File: config.mk
export PLATFORM = sky130hd
export DESIGN_NAME = lfulru_ctrl
export DESIGN_NICKNAME = d
export VERILOG_FILES = /design/src/hdl/lfulru_pkg.sv /design/src/hdl/lfulru_ctrl.sv
export SDC_FILE = /design/constraint.sdc
export NUM_CORES = 1
export LEC_CHECK = 0
export BUFFER_PORTS_ARGS = -buffer_cell sky130_fd_sc_hd__buf_2
export CAP_MARGIN = 30
export CORE_AREA = 2 2 39 41
export DETAILED_ROUTE_END_ITERATION = 8
export DIE_AREA = 0 0 41 43
export GPL_ROUTABILITY_DRIVEN = 0
export PLACE_DENSITY_LB_ADDON = 0.15
export SLEW_MARGIN = 20
export SYNTH_ARGS = -nofsm -noshare
export SYNTH_HDL_FRONTEND = slang
export SYNTH_SLANG_ARGS = --single-unit
File: constraint.sdc
create_clock -name clk_i -period 0.9 [get_ports clk_i]
set_input_delay 0.18 -clock clk_i [delete_from_list [all_inputs] [get_ports clk_i]]
set_output_delay 0.18 -clock clk_i [all_outputs]
set_load 0.05 [all_outputs]
File: src/hdl/lfulru_pkg.sv
`timescale 1ns / 1ps
`default_nettype none
// ----------------------------------------------------------------------------
// lfulru_pkg
// Shared types and constants of the LFU replacement block with LRU tie-break.
// ----------------------------------------------------------------------------
package lfulru_pkg;

  // beat field widths
  localparam int MODE_W    = 2;
  localparam int SET_W     = 6;
  localparam int WAY_W     = 3;
  localparam int NOW_W     = 32;
  localparam int S_TDATA_W = 48;
  localparam int M_TDATA_W = 8;

  // input tdata layout
  localparam int SET_LSB = 0;
  localparam int WAY_LSB = SET_LSB + SET_W;
  localparam int NOW_LSB = WAY_LSB + WAY_W;

  typedef enum logic [MODE_W-1:0] {
    MODE_INVAL  = 2'd0,
    MODE_TOUCH  = 2'd1,
    MODE_INSERT = 2'd2,
    MODE_QUERY  = 2'd3
  } mode_e;

  typedef enum logic [1:0] {
    ST_CLEAR,
    ST_IDLE,
    ST_EXEC
  } state_e;

  typedef struct packed {
    logic clear_step;
    logic accept;
    logic commit;
  } cmd_t;

  typedef struct packed {
    logic clear_last;
    logic out_free;
  } status_t;

endpackage
`default_nettype wire

File: src/hdl/lfulru_ctrl.sv
`timescale 1ns / 1ps
`default_nettype none
// ----------------------------------------------------------------------------
// lfulru_ctrl
// Sequencer: clearing pass after reset, then accept / execute per item.
// ----------------------------------------------------------------------------
module lfulru_ctrl
  import lfulru_pkg::*;
(
  input  wire          clk_i,
  input  wire          rst_ni,
  input  wire          s_tvalid_i,
  output logic         s_tready_o,
  input  wire status_t status_i,
  output cmd_t         cmd_o
);

  state_e state_q, state_d;

  always_ff @(posedge clk_i or negedge rst_ni) begin
    if (!rst_ni) begin
      state_q <= ST_CLEAR;
    end else begin
      state_q <= state_d;
    end
  end

  always_comb begin
    state_d = state_q;
    unique case (state_q)
      ST_CLEAR: begin
        if (status_i.clear_last) state_d = ST_IDLE;
      end
      ST_IDLE: begin
        if (s_tvalid_i) state_d = ST_EXEC;
      end
      ST_EXEC: begin
        if (status_i.out_free) state_d = ST_IDLE;
      end
      default: state_d = ST_CLEAR;
    endcase
  end

  always_comb begin
    cmd_o      = '0;
    s_tready_o = 1'b0;
    unique case (state_q)
      ST_CLEAR: begin
        cmd_o.clear_step = 1'b1;
      end
      ST_IDLE: begin
        s_tready_o   = 1'b1;
        cmd_o.accept = s_tvalid_i;
      end
      ST_EXEC: begin
        // hold the result until the output register can take it
        cmd_o.commit = status_i.out_free;
      end
      default: cmd_o = '0;
    endcase
  end

  a_no_commit_in_clear: assert property (@(posedge clk_i) disable iff (!rst_ni)
    !(cmd_o.commit && cmd_o.clear_step))
    else $error("commit during clearing pass");

  a_accept_to_exec: assert property (@(posedge clk_i) disable iff (!rst_ni)
    cmd_o.accept |=> state_q == ST_EXEC)
    else $error("accepted beat not executed");

  a_stall_holds: assert property (@(posedge clk_i) disable iff (!rst_ni)
    (state_q == ST_EXEC && !status_i.out_free) |=> state_q == ST_EXEC)
    else $error("result dropped while output stalled");

  a_clear_ends: assert property (@(posedge clk_i) disable iff (!rst_ni)
    (state_q == ST_CLEAR && status_i.clear_last) |=> state_q == ST_IDLE)
    else $error("clearing pass did not finish");

endmodule
`default_nettype wire

==> results of run 1 <==
==> per-stage QoR <==
step,std cells,hold WS (ns),utilization,area [µm²],setup slack (ns)
after floorplan,12,-0.116,-,121,-0.183
after global placement,40,-0.0339,0.153,211,-0.171
after detailed placement,40,-0.0292,0.153,211,-0.181
after CTS,45,0.243,0.212,294,-0.338
after global routing,47,0.258,0.229,317,-0.370
final,47,0.251,0.229,317,-0.328
==> worst reg2reg max path, delay by kind of cell (launching register included) <==
kind	cells	cell delay (ns)
DFF	1	0.40
buffers and inverters	3	0.35
and+or+nand+nor	2	0.32
==> cells in the final DEF, fill, tap and decap left out, drive strengths merged <==
cell type and count:
mux2i 1, buf 15, and2b 1, and3b 1, or2 1, nor3b 1
dfrtp 2, inv 1, clkbuf 3, dlygate4sd3 1, o2bb2ai 1, nor2 2
nand2 1
==> final timing paths <==
kind	from	endpoint	slack, ns	cells past startpoint
worst max register to register	state_q[1]	state_q[1]	-0.30	5
worst min-delay path	s_tvalid_i	state_q[0]	0.25	3
min in group asynchronous	rst_ni	state_q[1]	0.27	2
max in group asynchronous	rst_ni	state_q[0]	0.53	2
worst min register to register	state_q[0]	state_q[0]	0.65	2
worst max-delay path	state_q[1]	cmd_o[1]	-0.33	2
==> where the power goes <==
part | internal (mW) | total (mW) | switching, mW | leakage (nW)
clock | 0.147 | 0.195 | 0.0483 | 0.0138
combinational | 0.497 | 0.964 | 0.466 | 0.118
sequential | 0.133 | 0.187 | 0.0540 | 0.0252
==> area by class of cell <==
class                   count  area, µm²
clock buffers               3       22.5
fillers                   156       1070
inverters                   1       3.75
multi-input cells           9       77.6
flip-flops and latches      2       50.0
well taps                  16       20.0
repair buffers             16        143
==> repair_timing <==
item                       in CTS  in global routing
setup endpoints to repair       6                  6
hold buffers                    1                  0
gates cloned                    0                  0
buffers inserted                2                  2
pin swaps                       2                  2
gates resized for setup        12                  2
hold endpoints to repair        2                  0
==> kinds of logic after synthesis <==
logic type	Yosys count	share of synthesized area
AND/OR/NAND/NOR	7	0.370
AO/OA/AOI/OAI	1	0.0761
flip-flops	2	0.435
buffers and inverters	1	0.0326
multiplexers	1	0.0870
==> per-layer routing <==
metal  share of wire  track usage  vias up
met5               0            0        -
met4               0       0.0600        0
met3            0.14       0.0471        0
met2            0.51       0.0813        9
met1            0.35       0.0482       72
li1                -            -       79
==> summary.txt, run 1 <==
==================================================================================
Status                                                                finished with violations
Failing checks                                                        negative setup slack
Area growth from synthesis to layout                                          175%
Slowest cell delay on critical path                                        0.40 ns
Number of core rows                                                             14
Register ranked first by flip-flop count                                   state_q
Highest net fanout along the worst path                                          5
Setup crit end kind                                                   primary output
Initial DRT Pass Iterations                                                      2
Final total negative setup slack                                          -1.68 ns
Cell chain of the critical path                                       and3b_2 -> buf_6
Largest net degree at the start of global routing                                6
Highest clock frequency the design can meet                              0.815 GHz
Clock tree from TritonCTS                                                      yes
Worst-path clk slew                                                        0.03 ns
Clock period minus worst slack                                             1.23 ns
Element type at the critical path start                                       flop
P_leak                                                                    0.157 nW
Global-route wire length before repair                                      614 µm
Clock buffers created by TritonCTS                                               3
Post-route DRC                                                                   0
Via Count                                                                      160
CTS root buf                                                          sky130_fd_sc_hd__clkbuf_4
Synth cell count leaders                                              sky130_fd_sc_hd__dfrtp_1, sky130_fd_sc_hd__nor2_1
Final period util                                                             1.36
Layout Skew                                                             0.00284 ns
Instance count of the mapped netlist                                            12
Maximum count of clock buffers along a single path                               2
Start-to-end type of the worst setup path                             flop to primary output
Worst slew margin relative to its limit                                      0.889
Number of max-cap violations                                                     0
Overall routing resource usage                                              0.0592
Post-synthesis register bit count                                                2
Post-layout net count                                                           38
Warnings, synthesis                                                              0
Floorplan die area                                                        1760 µm²
Slew of the pin with the lowest slew margin                               0.164 ns
Antenna Nets Post-Route                                                          0
Area share of the largest cell type after synthesis                          0.435
Clock latency at the later pin of the worst-skew pair                      0.22 ns
Detailed-route vias per instance                                              3.40
Total buffers and inverters traversed by the critical path                       1
Setup Viol. Count Final                                                          6
Final Hold Fails                                                                 0
Main area contributors after synthesis                                sky130_fd_sc_hd__dfrtp_1, sky130_fd_sc_hd__mux2i_1, sky130_fd_sc_hd__and2b_2, sky130_fd_sc_hd__and3b_1, sky130_fd_sc_hd__o2bb2ai_1
Die Height                                                                   43 µm
Width of the die                                                             41 µm
EDFF count, synth                                                                0
Count of unique library cells instantiated by Yosys                             10
Total global routing overflow                                                    0
Count of final max-slew check failures                                           0
Number of levels in the clock H-tree                                             1
Max VDD drop                                                                833 µV
Top Family by Delay on Critical Path                                    flip-flops
CP Data Required Time                                                      0.72 ns
Post-synthesis instance area                                               115 µm²
Pwr Density                                                            4250 nW/µm²
Cell taking the most area after synthesis                             sky130_fd_sc_hd__dfrtp_1
Total Routed Length                                                         418 µm
Detailed placer's ending HPWL                                               315 µm
Share of final-layout standard cells stronger than drive strength 1          0.774
Routed wire per std cell                                                   8.89 µm
Syn Area/Cell                                                             9.59 µm²
Setup repair after global routing missed its margin                           true
Class of the tightest hold or removal check                           primary input to flop
Count of input and output buffers                                                8
Number of top-level pins                                                         9
Cell type of the slowest stage on the worst timing path               sky130_fd_sc_hd__dfrtp_1
Post-layout total power                                                    1.35 mW
Registers with the most flip-flops                                     state_q (2)
Number of flip-flops under the largest register name                             2
DRC marker count from the first detailed-route iteration                         2
Initial Utilization                                                         0.0832
Ant. Diodes                                                                      0
Setup slack after layout                                                 -0.328 ns
Worst endpoint data arrival time                                           1.05 ns
Sequential fraction of the synthesis area                                    0.435
Post-synthesis net count                                                        17
Initial antenna violation count                                                  0
Vias in the first global route                                                 172
Post-synth ARST share                                                         1.00
Standard cell core area                                                   1380 µm²
# clock sinks                                                                    2
Most common flop cell mapped by yosys                                 sky130_fd_sc_hd__dfrtp_1
==================================================================================
No activity file was read; power rests on OpenSTA's default activity.
==> inputs of run 2 (changes only) <==
--- a/config.mk
+++ b/config.mk
@@ -7,6 +7,8 @@
 export LEC_CHECK = 0
 export BUFFER_PORTS_ARGS = -buffer_cell sky130_fd_sc_hd__buf_2
 export CAP_MARGIN = 30
+export CELL_PAD_IN_SITES_DETAIL_PLACEMENT = 1
+export CELL_PAD_IN_SITES_GLOBAL_PLACEMENT = 2
 export CORE_AREA = 2 2 39 41
 export DETAILED_ROUTE_END_ITERATION = 8
 export DIE_AREA = 0 0 41 43
==> summary.txt, run 2 (synthesis gave the netlist of run 1 again) <==
==================================================================================
Status                                                                finished with violations
Failing checks                                                        negative setup slack
Cell type of the slowest stage on the worst timing path               sky130_fd_sc_hd__dfrtp_1
Register ranked first by flip-flop count                                   state_q
Number of max-cap violations                                                     0   unchanged
Global-route wire length before repair                                      696 µm   +13%
Start-to-end type of the worst setup path                             flop to primary output
Post-route DRC                                                                   0   unchanged
Worst slack at placement                                                 -0.179 ns   +0.00172 ns
Floorplan die area                                                        1760 µm²   unchanged
Slew of the pin with the lowest slew margin                               0.114 ns   -0.0500 ns
Final Hold Fails                                                                 0   unchanged
Total Routed Length                                                         352 µm   -16%
CTS root buf                                                          sky130_fd_sc_hd__clkbuf_4
Detailed-route vias per instance                                              3.14   -7.9%
Clock period minus worst slack                                             1.22 ns   -0.00506 ns
Share of final-layout standard cells stronger than drive strength 1          0.714   -0.0599
Final total negative setup slack                                          -1.41 ns   +0.273 ns
Ant. Diodes                                                                      0   unchanged
Worst slew margin relative to its limit                                      0.922   +0.0333
Clock latency at the later pin of the worst-skew pair                      0.22 ns   about the same
Cell chain of the critical path                                       and3b_2 -> buf_6
Overall routing resource usage                                              0.0663   +0.00703
Clock buffers created by TritonCTS                                               3   unchanged
Total global routing overflow                                                    0   unchanged
Routed wire per std cell                                                   8.00 µm   -10%
Number of flip-flops under the largest register name                             2   unchanged
FILL cells                                                                     171   +9.6%
Largest net degree at the start of global routing                                7   +1
Slowest cell delay on critical path                                        0.40 ns   about the same
Setup crit end kind                                                   primary output
CP Data Required Time                                                      0.72 ns   about the same
Highest net fanout along the worst path                                          5   unchanged
Final period util                                                             1.36   -0.00562
Worst Hold Margin                                                         0.251 ns   +0.000142 ns
Post-layout net count                                                           35   -7.9%
Highest clock frequency the design can meet                              0.818 GHz   +0.41%
Setup slack after layout                                                 -0.323 ns   +0.00506 ns
Setup repair after global routing missed its margin                           true
Initial Utilization                                                         0.0832   unchanged
Antenna Nets Post-Route                                                          0   unchanged
Number of levels in the clock H-tree                                             1   unchanged
DRC marker count from the first detailed-route iteration                         0   -2
Number of core rows                                                             14   unchanged
P_leak                                                                    0.134 nW   -15%
Detailed placer's ending HPWL                                               276 µm   -12%
Maximum count of clock buffers along a single path                               2   unchanged
Via Count                                                                      138   -14%
Pwr Density                                                            4130 nW/µm²   -2.8%
Width of the die                                                             41 µm   unchanged
Worst-path clk slew                                                        0.03 ns   about the same
Die Height                                                                   43 µm   unchanged
Number of top-level pins                                                         9   unchanged
Count of input and output buffers                                                8   unchanged
Setup Viol. Count Final                                                          6   unchanged
Count of final max-slew check failures                                           0   unchanged
Class of the tightest hold or removal check                           primary input to flop
Commonest cells after routing, fill and taps aside                    sky130_fd_sc_hd__buf_2, sky130_fd_sc_hd__buf_6, sky130_fd_sc_hd__buf_4, sky130_fd_sc_hd__clkbuf_4, sky130_fd_sc_hd__nor2_2
Initial DRT Pass Iterations                                                      1   -1
Registers with the most flip-flops                                     state_q (2)
Layout Skew                                                            0.000276 ns   -0.00257 ns
Standard cell core area                                                   1380 µm²   unchanged
# clock sinks                                                                    2   unchanged
Worst endpoint data arrival time                                           1.04 ns   about the same
Clock tree from TritonCTS                                                      yes
Element type at the critical path start                                       flop
Vias in the first global route                                                 173   +0.58%
Initial antenna violation count                                                  0   unchanged
Max VDD drop                                                               1130 µV   +35%
Area growth from synthesis to layout                                          135%
==================================================================================
==> run 2: changes by cell type in the layout (fill, tap and decap cells not counted), sizes merged <==
cell,previous run,this run
buf,15,12
==> run 2: stage by stage <==
stage / util / instance area, µm² / cells / power [mW]
after global routing: 0.195 / 270 / 44 / 1.20
after detailed placement: 0.147 / 204 / 39 / 0.776
after floorplan: - / 121 / 12 / 0.602
after CTS: 0.195 / 270 / 44 / 1.14
final: 0.195 / 270 / 44 / 1.12
after global placement: 0.147 / 204 / 39 / 0.779
==> run 2: path summary, 6_finish.rpt <==
path | depth (start not counted) | slack, ns | to | from
worst min-delay path | 3 | 0.25 | state_q[0] | s_tvalid_i
worst min register to register | 1 | 0.54 | state_q[0] | state_q[0]
worst max register to register | 3 | -0.13 | state_q[1] | state_q[1]
max in group asynchronous | 2 | 0.51 | state_q[0] | rst_ni
worst max-delay path | 2 | -0.32 | cmd_o[1] | state_q[1]
min in group asynchronous | 2 | 0.28 | state_q[1] | rst_ni
==> run 2: cell type report <==
cell class	instances	area [µm²]	area share
Inverter	1	3.75	0.0139
Clock buffer	3	22.5	0.0833
Sequential cell	2	51.3	0.190
Multi-Input combinational cell	9	67.6	0.250
Timing Repair Buffer	13	105	0.389
Tap cell	16	20.0	0.0741
==> run 2: per-layer routing <==
metal	routed length [µm]	global-route usage
met1	142	0.0707
met4	0	0.0800
met2	192	0.0813
met5	0	0
met3	17	0.0314
==> run 2: power by group <==
group          leakage (nW)  total, mW  switching, mW  internal [mW]
Clock                0.0138      0.196         0.0488          0.147
Sequential           0.0241      0.199         0.0617          0.137
Combinational        0.0961      0.722          0.401          0.321
==> run 2: repair_timing <==
action | 4_1_cts | 5_1_grt
endpoints found under the setup margin | 6 | 6
endpoints found under the hold margin | 2 | 0
resized for setup | 9 | 0
hold buffers | 1 | 0
pin swaps | 2 | 2
setup buffers | 1 | 0
==> run 2: critical path: cells and delay by family, from the launching register on <==
family        cells  cell delay, ns
flops             1            0.40
simple gates      1            0.26
buf+inv           1            0.15
==> inputs of run 3 (changes only) <==
--- a/config.mk
+++ b/config.mk
@@ -9,9 +9,9 @@
 export CAP_MARGIN = 30
 export CELL_PAD_IN_SITES_DETAIL_PLACEMENT = 1
 export CELL_PAD_IN_SITES_GLOBAL_PLACEMENT = 2
-export CORE_AREA = 2 2 39 41
+export CORE_AREA = 3 3 40 42
 export DETAILED_ROUTE_END_ITERATION = 8
-export DIE_AREA = 0 0 41 43
+export DIE_AREA = 0 0 43 45
 export GPL_ROUTABILITY_DRIVEN = 0
 export PLACE_DENSITY_LB_ADDON = 0.15
 export SLEW_MARGIN = 20
==> summary.txt, run 3 (synthesis gave the netlist of run 1 again) <==
==================================================================================
Hold path startpoint                                                    s_tvalid_i
Number of levels in the clock H-tree                                             1   unchanged
Final Core Density                                                           0.217   +0.0218
Setup crit end kind                                                   primary output
Worst slack at placement                                                 -0.185 ns   -0.00566 ns
Clock latency at the later pin of the worst-skew pair                      0.22 ns   about the same
# clock sinks                                                                    2   unchanged
Post-route DRC                                                                   0   unchanged
Worst-path clk slew                                                        0.03 ns   about the same
CTS root buf                                                          sky130_fd_sc_hd__clkbuf_4
P_leak                                                                    0.136 nW   +1.6%
Highest clock frequency the design can meet                              0.820 GHz   +0.25%
Commonest cells after routing, fill and taps aside                    sky130_fd_sc_hd__buf_6, sky130_fd_sc_hd__buf_2, sky130_fd_sc_hd__clkbuf_4, sky130_fd_sc_hd__buf_4, sky130_fd_sc_hd__nor2_2
Clock period minus worst slack                                             1.22 ns   -0.00302 ns
Start-to-end type of the worst setup path                             flop to primary output
Registers with the most flip-flops                                     state_q (2)
Worst slew margin relative to its limit                                      0.889   -0.0326
Post-layout net count                                                           35   unchanged
Register cell area after layout                                           51.3 µm²   unchanged
Initial antenna violation count                                                  0   unchanged
Max VDD drop                                                               1270 µV   +13%
Register ranked first by flip-flop count                                   state_q
Overall routing resource usage                                              0.0490   -0.0172
Count of final max-slew check failures                                           0   unchanged
Reg-to-reg critical path endpoint                                       state_q[0]
Layout Skew                                                             0.00469 ns   +0.00441 ns
Pwr Density                                                            4290 nW/µm²   +3.9%
Antenna Nets Post-Route                                                          0   unchanged
Routed wire per std cell                                                   8.42 µm   +5.2%
Detailed placer's ending HPWL                                               277 µm   +0.33%
Status                                                                finished with violations
DRC marker count from the first detailed-route iteration                         1   +1
Highest net fanout along the worst path                                          5   unchanged
Setup slack after layout                                                 -0.320 ns   +0.00303 ns
Failing checks                                                        negative setup slack
Final Hold Fails                                                                 0   unchanged
Die Height                                                                   45 µm   +4.7%
Initial Utilization                                                         0.0896   +0.00640
Ant. Diodes                                                                      0   unchanged
Number of instances on the worst hold path                                       3   unchanged
Initial DRT Pass Iterations                                                      2   +1
R2R setup slack                                                           -0.21 ns   -0.08 ns
Setup repair after global routing missed its margin                           true
Standard cell core area                                                   1280 µm²   -7.1%
Slew of the pin with the lowest slew margin                               0.161 ns   +0.0476 ns
Largest net degree at the start of global routing                                6   -1
Clock buffers created by TritonCTS                                               3   unchanged
Number of max-cap violations                                                     0   unchanged
Final period util                                                             1.36   -0.00336
FILL cells                                                                     158   -7.6%
Width of the die                                                             43 µm   +4.9%
Most common library cell in the layout ignoring fill and taps         sky130_fd_sc_hd__buf_6
Clock tree from TritonCTS                                                      yes
End of the worst hold path                                              state_q[0]
Final total negative setup slack                                          -1.48 ns   -0.0674 ns
Vias in the first global route                                                 164   -5.2%
Count of input and output buffers                                                8   unchanged
Number of top-level pins                                                         9   unchanged
Worst endpoint data arrival time                                           1.04 ns   about the same
CP Data Required Time                                                      0.72 ns   about the same
Global-route wire length before repair                                      614 µm   -12%
Total global routing overflow                                                    0   unchanged
Floorplan die area                                                        1940 µm²   +9.8%
Detailed-route vias per instance                                              3.26   +3.8%
Depth of the worst register-to-register path                                     4   +1
Maximum count of clock buffers along a single path                               2   unchanged
Total area of multi-input combinational cells                             73.8 µm²   +9.3%
Number of flip-flops under the largest register name                             2   unchanged
Worst Hold Margin                                                         0.226 ns   -0.0244 ns
Element type at the critical path start                                       flop
Area growth from synthesis to layout                                          142%
Total Routed Length                                                         362 µm   +2.8%
Share of final-layout standard cells stronger than drive strength 1          0.750   +0.0357
R2r startpoint                                                          state_q[0]
Via Count                                                                      140   +1.4%
Setup Viol. Count Final                                                          6   unchanged
Class of the tightest hold or removal check                           primary input to flop
Number of core rows                                                             13   -1
==================================================================================
[run 3: timing repair]
item | in CTS | in global routing
gates resized for setup | 11 | 0
pin swaps | 2 | 2
endpoints found under the setup margin | 6 | 6
hold endpoints to repair | 2 | 0
gates cloned | 0 | 0
setup buffers | 1 | 1
hold buffers | 1 | 0
[run 3: worst max-delay path by stage]
stage | end | from | cells after the start | slack (ns)
2_1_floorplan | state_q[1] | state_q[0] | 2 | -0.18
3_3_place_gp | cmd_o[1] | state_q[1] | 2 | -0.18
3_5_place_dp | cmd_o[1] | state_q[1] | 2 | -0.18
4_1_cts | cmd_o[1] | state_q[1] | 2 | -0.34
5_1_grt | cmd_o[2] | state_q[1] | 3 | -0.38
6_report | cmd_o[1] | state_q[1] | 2 | -0.32
[run 3: critical path, cell delays in order, from the launching register on]
cell and delay (ns):
sky130_fd_sc_hd__dfrtp_1 0.40, sky130_fd_sc_hd__and3b_2 0.26, sky130_fd_sc_hd__buf_6 0.15
[run 3: per-stage QoR]
stage	cells	total power, mW	instance area [µm²]
final	43	1.20	279
after global placement	37	0.778	195
after floorplan	12	0.602	121
after detailed placement	37	0.777	195
after global routing	43	1.28	279
after CTS	42	1.18	272
[run 3: routing by layer]
metal	part of all wire	wire (µm)	global-route usage
met5	0	0	0
met3	0.072	26	0.0279
met1	0.48	174	0.0552
met2	0.44	161	0.0509
met4	0	0	0.0723
[run 3: cell type report]
cell class / count / share of cell area
timing repair buffer: 13 / 0.390
multi-input combinational: 9 / 0.265
sequential: 2 / 0.184
clock buffer: 3 / 0.0807
tap: 15 / 0.0673
inverter: 1 / 0.0135
[run 3: power breakdown]
part	leakage (nW)	internal, mW	switching (mW)
Sequential	0.0241	0.137	0.0594
Clock	0.0138	0.147	0.0474
Combinational	0.0983	0.377	0.429
